`src/hdl/lowest_free_slot_tag_table_macros.svh`:
```
// Assertion macros for the lowest free slot tag table.
// Depends on nothing; expects aclk and aresetn in the including module.
`ifndef LOWEST_FREE_SLOT_TAG_TABLE_MACROS_SVH
`define LOWEST_FREE_SLOT_TAG_TABLE_MACROS_SVH

// Clocked check, held off while reset is asserted.
`define LFST_ASSERT(lbl, prop, msg) \
    lbl: assert property (@(posedge aclk) disable iff (!aresetn) prop) else $error(msg);

// Clocked check that also applies during reset.
`define LFST_ASSERT_ALWAYS(lbl, prop, msg) \
    lbl: assert property (@(posedge aclk) prop) else $error(msg);

`endif

```
`src/hdl/lfst_pkg.sv`:
```
// Shared types and constants for the lowest free slot tag table.
// No dependencies.
package lfst_pkg;

    localparam int DEF_SLOTS = 64;
    localparam int SW    = 7;
    localparam int TAGW  = 64;
    localparam int ATTRW = 8;
    localparam int OPW   = 3;
    localparam int STW   = 2;

    localparam logic [OPW-1:0] OP_PARK       = 3'd0;
    localparam logic [OPW-1:0] OP_LEAVE      = 3'd1;
    localparam logic [OPW-1:0] OP_FIND       = 3'd2;
    localparam logic [OPW-1:0] OP_LIST_SLOTS = 3'd3;
    localparam logic [OPW-1:0] OP_LIST_TAGS  = 3'd4;

    localparam logic [STW-1:0] ST_OK        = 2'd0;
    localparam logic [STW-1:0] ST_FULL      = 2'd1;
    localparam logic [STW-1:0] ST_EMPTY     = 2'd2;
    localparam logic [STW-1:0] ST_NOT_FOUND = 2'd3;

    typedef enum logic [2:0] {
        PK_PARK_OK,
        PK_FULL,
        PK_EMPTY,
        PK_LEAVE,
        PK_PEND,
        PK_NOT_FOUND
    } push_kind_t;

    typedef struct packed {
        logic       load;
        logic       park_write;
        logic       leave_do;
        logic       rd_leave;
        logic       rd_scan;
        logic       ptr_inc;
        logic       pend_take;
        logic       push;
        logic       push_last;
        push_kind_t push_kind;
    } cmd_t;

    typedef struct packed {
        logic [OPW-1:0] op;
        logic           park_end;
        logic           park_free;
        logic           leave_ok;
        logic           scan_end;
        logic           match;
        logic           pend_valid;
        logic           out_free;
    } sts_t;

endpackage

```
`src/hdl/lfst_ctrl.sv`:
```
// Controller state machine for the lowest free slot tag table.
// Depends on lfst_pkg; drives the datapath by cmd_t, reads sts_t.
module lfst_ctrl
    import lfst_pkg::*;
(
    input  logic           aclk,
    input  logic           aresetn,
    input  logic           s_valid,
    input  logic [OPW-1:0] s_op,
    output logic           s_ready,
    input  sts_t           sts,
    output cmd_t           cmd
);

    typedef enum logic [5:0] {
        S_IDLE     = 6'b000001,
        S_PARK     = 6'b000010,
        S_LEAVE    = 6'b000100,
        S_LEAVE_WB = 6'b001000,
        S_SCAN_RD  = 6'b010000,
        S_SCAN_CHK = 6'b100000
    } state_t;

    state_t state_reg, state_next;

    assign s_ready = (state_reg == S_IDLE);

    always_ff @(posedge aclk) begin
        if (!aresetn) begin
            state_reg <= S_IDLE;
        end else begin
            state_reg <= state_next;
        end
    end

    always_comb begin
        state_next = state_reg;
        cmd        = '0;
        cmd.push_kind = PK_NOT_FOUND;
        case (state_reg)
            S_IDLE: begin
                if (s_valid) begin
                    cmd.load = 1'b1;
                    case (s_op)
                        OP_PARK:  state_next = S_PARK;
                        OP_LEAVE: state_next = S_LEAVE;
                        OP_FIND, OP_LIST_SLOTS, OP_LIST_TAGS: state_next = S_SCAN_RD;
                        default:  state_next = S_IDLE;
                    endcase
                end
            end
            S_PARK: begin
                if (sts.park_end) begin
                    if (sts.out_free) begin
                        cmd.push = 1'b1; cmd.push_last = 1'b1; cmd.push_kind = PK_FULL;
                        state_next = S_IDLE;
                    end
                end else if (sts.park_free) begin
                    if (sts.out_free) begin
                        cmd.park_write = 1'b1;
                        cmd.push = 1'b1; cmd.push_last = 1'b1; cmd.push_kind = PK_PARK_OK;
                        state_next = S_IDLE;
                    end
                end else begin
                    cmd.ptr_inc = 1'b1;
                end
            end
            S_LEAVE: begin
                if (!sts.leave_ok) begin
                    if (sts.out_free) begin
                        cmd.push = 1'b1; cmd.push_last = 1'b1; cmd.push_kind = PK_EMPTY;
                        state_next = S_IDLE;
                    end
                end else begin
                    cmd.rd_leave = 1'b1;
                    state_next   = S_LEAVE_WB;
                end
            end
            S_LEAVE_WB: begin
                if (sts.out_free) begin
                    cmd.leave_do = 1'b1;
                    cmd.push = 1'b1; cmd.push_last = 1'b1; cmd.push_kind = PK_LEAVE;
                    state_next = S_IDLE;
                end
            end
            S_SCAN_RD: begin
                if (sts.scan_end) begin
                    if (sts.out_free) begin
                        cmd.push = 1'b1; cmd.push_last = 1'b1;
                        cmd.push_kind = sts.pend_valid ? PK_PEND : PK_NOT_FOUND;
                        state_next = S_IDLE;
                    end
                end else begin
                    cmd.rd_scan = 1'b1;
                    state_next  = S_SCAN_CHK;
                end
            end
            S_SCAN_CHK: begin
                if (!sts.match) begin
                    cmd.ptr_inc = 1'b1;
                    state_next  = S_SCAN_RD;
                end else if ((sts.op != OP_FIND) && sts.pend_valid) begin
                    // flush the previous match before holding the new one
                    if (sts.out_free) begin
                        cmd.push = 1'b1; cmd.push_kind = PK_PEND;
                        cmd.pend_take = 1'b1;
                        cmd.ptr_inc   = 1'b1;
                        state_next    = S_SCAN_RD;
                    end
                end else begin
                    cmd.pend_take = 1'b1;
                    cmd.ptr_inc   = 1'b1;
                    state_next    = S_SCAN_RD;
                end
            end
            default: state_next = S_IDLE;
        endcase
    end

endmodule

```
`config.mk`:
```
export PLATFORM = sky130hd
export DESIGN_NAME = lfst_ctrl
export DESIGN_NICKNAME = d
export VERILOG_FILES = /design/src/hdl/lowest_free_slot_tag_table_macros.svh /design/src/hdl/lfst_pkg.sv /design/src/hdl/lfst_ctrl.sv
export SDC_FILE = /design/constraint.sdc
export NUM_CORES = 1
export LEC_CHECK = 0
export BUFFER_PORTS_ARGS = -buffer_cell sky130_fd_sc_hd__buf_4
export CAP_MARGIN = 20
export CORE_MARGIN = 5
export CORE_UTILIZATION = 40
export CTS_BUF_LIST = sky130_fd_sc_hd__clkbuf_8
export CTS_CLUSTER_DIAMETER = 120
export CTS_CLUSTER_SIZE = 30
export DETAILED_ROUTE_END_ITERATION = 12
export MAX_ROUTING_LAYER = met4
export PLACE_DENSITY = 0.73
export REMOVE_ABC_BUFFERS = 1
export SLEW_MARGIN = 20
export SYNTH_ARGS = -nofsm -noshare
export SYNTH_HDL_FRONTEND = slang
export SYNTH_SLANG_ARGS = --single-unit
```
`constraint.sdc`:
```
create_clock -name aclk -period 2.8 [get_ports aclk]
set_clock_uncertainty 0.1 [all_clocks]
set_input_delay 0.14 -clock aclk [delete_from_list [all_inputs] [get_ports aclk]]
set_output_delay 0.14 -clock aclk [all_outputs]
set_load 0.005 [all_outputs]
```
### Word-level counts from Yosys, hierarchy flattened

Index checks and enable logic that the tools add are counted.

| operators by class | value |
|---|---|
| equal/unequal tests | 14 |
| multiplexer cells | 47 |
| reduce and logical (&&, ||, !) cells | 4 |

Operators with widths:

| kind | count |
|---|---|
| $mux W6 | 9 |
| $mux W5 | 9 |
| $pmux W6 S6 | 1 |
| $mux W1 | 20 |
| $pmux W3 S5 | 1 |
| $pmux W5 S3 | 1 |
| $eq A3 B2 Y1 const B | 2 |
| $eq A6 B1 Y1 const B | 1 |
| $eq A6 B2 Y1 const B | 1 |
| $eq A6 B3 Y1 const B | 1 |
| $eq A6 B4 Y1 const B | 1 |
| $eq A6 B5 Y1 const B | 1 |
| $eq A6 B6 Y1 const B | 1 |
| $pmux W1 S5 | 1 |
| $mux W2 | 2 |
| $ne A4 B4 Y1 const B | 1 |
| $pmux W1 S4 | 1 |
| $eq A3 B1 Y1 const B | 1 |
| $eq A3 B3 Y1 const B | 1 |
| $logic_not A3 Y1 | 1 |
| $mux W3 | 1 |
| $ne A3 B2 Y1 const B | 1 |
| $ne A3 B3 Y1 const B | 1 |
| $reduce_and A3 Y1 | 1 |
| 4 further kinds | 4 |

| word-level totals | value |
|---|---|
| register bits | 6 |
| input port bits | 16 |
| output and inout port bits | 13 |
| logic and storage cells | 66 |

### Logic depth before layout (Yosys ltp)

| depth | value |
|---|---|
| depth in word-level cells | 5 |
| depth in mapped cells | 6 |
| depth with buffers taken out | 5 |

### Least setup slack after synthesis

Ideal clock, no wire load.

| path | value |
|---|---|
| path type | register to register |
| from | reg state_reg[2] |
| to | reg state_reg[1] |
| library setup time | 0.067 ns |
| arrival | 1.742 ns |
| required time | 2.633 ns |
| slack | 0.891 ns |
| stages on the path, launching flop included | 7 |
| buffers on the path | 1 |
| clock period less this slack | 1.909 ns |
| cell sequence | dfxtp_1 buf_6 nor4b_4 a221oi_2 o311a_1 or4_4 o21ai_2 |

| between the ends | value |
|---|---|
| longest elaborated chain between the ends | 3 |
| elaborated cells between the ends (all ways) | 11 |
| classes of those cells | 9 x eq/ne; 1 x mux; 1 x reduce/logical |

RTL lines:

| what | line | source |
|---|---|---|
| from (decl) | lfst_ctrl.sv:24 | `state_t state_reg, state_next;` |
| from (signal assigned) | lfst_ctrl.sv:32 | `state_reg <= state_next;` |
| $eq A6 B6 Y1, or another cell as far along | lfst_ctrl.sv:40 | `case (state_reg)` |
| $ne A4 B4 Y1 (no source line), or another cell as far along | n/a |  |
| $reduce_and A3 Y1 (no source line) | n/a |  |

Several ways; a longest one is shown, not always the timed one.
A chain may end at the register's enable or synchronous reset.

==> flow_summary.ini <==
[sta]
hold_viol_final = 0
slew_viol_final = 0
finalSetupViolCount = 0
tightestPinTransition_ns = 0.485
relSlewSlack = 0.672
fmax_mhz = 444
grt_setup_unrepaired = no
whs_ns = 0.0742
fin_tns_setup_ns = 0
final_min_period_over_clock_period = 0.805
final_period_minus_worst_setup_slack_ns = 2.25
layout_setup_ws_ns = 0.546

[cells_and_area]
flip_flop_count_of_the_largest_register_after_layout = 6
fillerInstances = 153
multi_input_combinational_cell_area_um2 = 498
finalNetCount = 136
num_antenna_cells = 0
layout.cells.most_common = sky130_fd_sc_hd__buf_4
drive_above_1_share = 0.314
postLayoutCellArea_um2 = 901
instances_no_fill = 134
regArea_um2 = 120
layout_common_cells = sky130_fd_sc_hd__buf_4, sky130_fd_sc_hd__nor2_1, sky130_fd_sc_hd__nor3_1, sky130_fd_sc_hd__nand2_1, sky130_fd_sc_hd__dfxtp_1
syn2layout_area_growth_pct = 36.6

[cts]
clk_pin_slew_ns = 0.04
cts.sink_count = 6
hold_buffers = 0
cts_root_buf = sky130_fd_sc_hd__clkbuf_8
tritoncts = yes
cts_resized = 0
postCtsSetupBuffers = 0
cts_buffer_depth = 2
clock_latency_late_sink_ns = 0.22
htreeDepth = 1
tritoncts_buffers = 3

[pwr]
power_density_normalized_to_cell_area_nw_per_um2 = 359
p_int_uw = 233
leakage_uw = 0.000413
power.clock.fraction = 0.385
share_seq_of_total_power = 0.311
swShare = 0.280
max_ir_drop_vdd_v = 0.000276
combinational_fraction_of_design_power = 0.304
total_switching_power_uw = 90.7

[synthesis]
main_combinational_cell_family_by_area_after_synthesis = simple AND/OR/NAND/NOR gates
yosys_warnings = 0
synth_cells = 92
synth-compound-area-share = 0.271
seq_area_frac_synth = 0.182
ys_types = 40
synth-async-reset-ratio = 0
yosys.area_share.xor_xnor = 0.0266
synth.avg_cell_area_um2 = 7.17
post_synth_instance_area_um2 = 659
synth.ff_latch_count = 6
synth-edff-count = 0
yosys.area_share.adder = 0
muxShareOfSynthArea = 0.0152
synth_simple_gate_area_share = 0.442
synth_top_flop_cell = sky130_fd_sc_hd__dfxtp_1

[run_status]
status = completed

[grt]
antenna_found_initial = 0
grt.total_usage = 0.150
globalRouteOverflowTotal = 0
grt_pass1_wl_um = 3060
grt_pass1_vias = 706
grt_max_degree = 10

[route]
ant_nets = 0
remaining_drc_errors = 0
drt_first_pass_iters = 4
route.vias.total = 764
drt-initial-drc-count = 16
routedWlPerCell_um = 13.9
vias_per_cell = 5.70
routed_wire_length_um = 1860

[placed_design]
dp_worst_setup_slack_ns = 0.751
placed_cell_area_um2 = 860
placement.io_buffers = 28
placed_instance_count = 131
place.detailed.hpwl_um = 1590
gp_congestion = 0.949

[critical_path]
timing.critical_path.fanout_max = 7
setup.worst_path.class = reg -> out
endpoint_kind = output pin
worst-endpoint-arrival_ns = 2.01
worst-endpoint-required_ns = 2.56
setup.worst_path.start_class = register

[floorplan]
die-height_um = 50.6
boundaryPins = 29
start_util = 0.428
coreArea_um2 = 1540
core.rowCount = 14
floorplan.die_area_um2 = 2560
die_width_um = 50.6

[worst_hold_path]
hold_crit_path_type = in -> reg

[job]
cap_viol_max_count = 0
==> layer usage <==
metal / global-route usage / wire length, µm / vias up
li1: - / - / 396
met1: 0.193 / 884 / 355
met2: 0.246 / 896 / 13
met3: 0.0355 / 75 / 0
met4: 0.0128 / 0 / 0
met5: - / 0 / -
==> critical path, cell delays in order (launching register included) <==
cell	delay (ns)
sky130_fd_sc_hd__dfxtp_1	0.48
sky130_fd_sc_hd__nor4b_1	0.46
sky130_fd_sc_hd__nand3b_1	0.27
sky130_fd_sc_hd__a41oi_1	0.34
sky130_fd_sc_hd__a41o_1	0.13
sky130_fd_sc_hd__buf_4	0.10
==> cell type report <==
type                            instances  share of cell area
Multi-Input combinational cell         78               0.553
Timing Repair Buffer                   28               0.233
Sequential cell                         6               0.133
Clock buffer                            3              0.0458
Tap cell                               16              0.0222
Inverter                                3              0.0125
==> through the flow <==
step	power (µW)	utilization
6_report	324	0.584
5_1_grt	345	0.584
4_1_cts	326	0.584
3_5_place_dp	200	0.558
3_3_place_gp	199	0.558
2_1_floorplan	155	-
==> kinds of logic after synthesis <==
kind of cell,Yosys count
AND/OR/NAND/NOR,50
AO/OA/AOI/OAI,25
buffers and inverters,8
flip-flops,6
XOR/XNOR,2
multiplexers,1
==> synthesized netlist by cell type, types with 3 or more instances <==
library cell,count,area share
sky130_fd_sc_hd__a21oi_1,5,0.038
sky130_fd_sc_hd__buf_2,3,0.023
sky130_fd_sc_hd__dfxtp_1,6,0.18
sky130_fd_sc_hd__inv_1,3,0.017
sky130_fd_sc_hd__nand2_1,6,0.034
sky130_fd_sc_hd__nand3_1,5,0.038
sky130_fd_sc_hd__nand3b_1,3,0.034
sky130_fd_sc_hd__nor2_1,13,0.074
sky130_fd_sc_hd__nor3_1,6,0.046
sky130_fd_sc_hd__o21ai_0,5,0.038
==> final timing paths <==
| path | start | to | slack, ns | cells past startpoint |
|---|---|---|---|---|
| min | aresetn | state_reg[3] | 0.07 | 2 |
| min reg2reg | state_reg[4] | state_reg[4] | 0.53 | 2 |
| max reg2reg | state_reg[1] | state_reg[1] | 0.72 | 5 |
| max | state_reg[2] | cmd[4] | 0.55 | 5 |
==> power by group through the flow <==
stage | clock (µW) | combinational (µW) | sequential, µW
final | 125 | 98.5 | 101
after global placement | 0 | 97.7 | 102
after floorplan | 0 | 55.8 | 99.2
after detailed placement | 0 | 98.6 | 102
after CTS | 127 | 98.9 | 100
after global routing | 135 | 108 | 102
(Power assumes the default switching activity.)
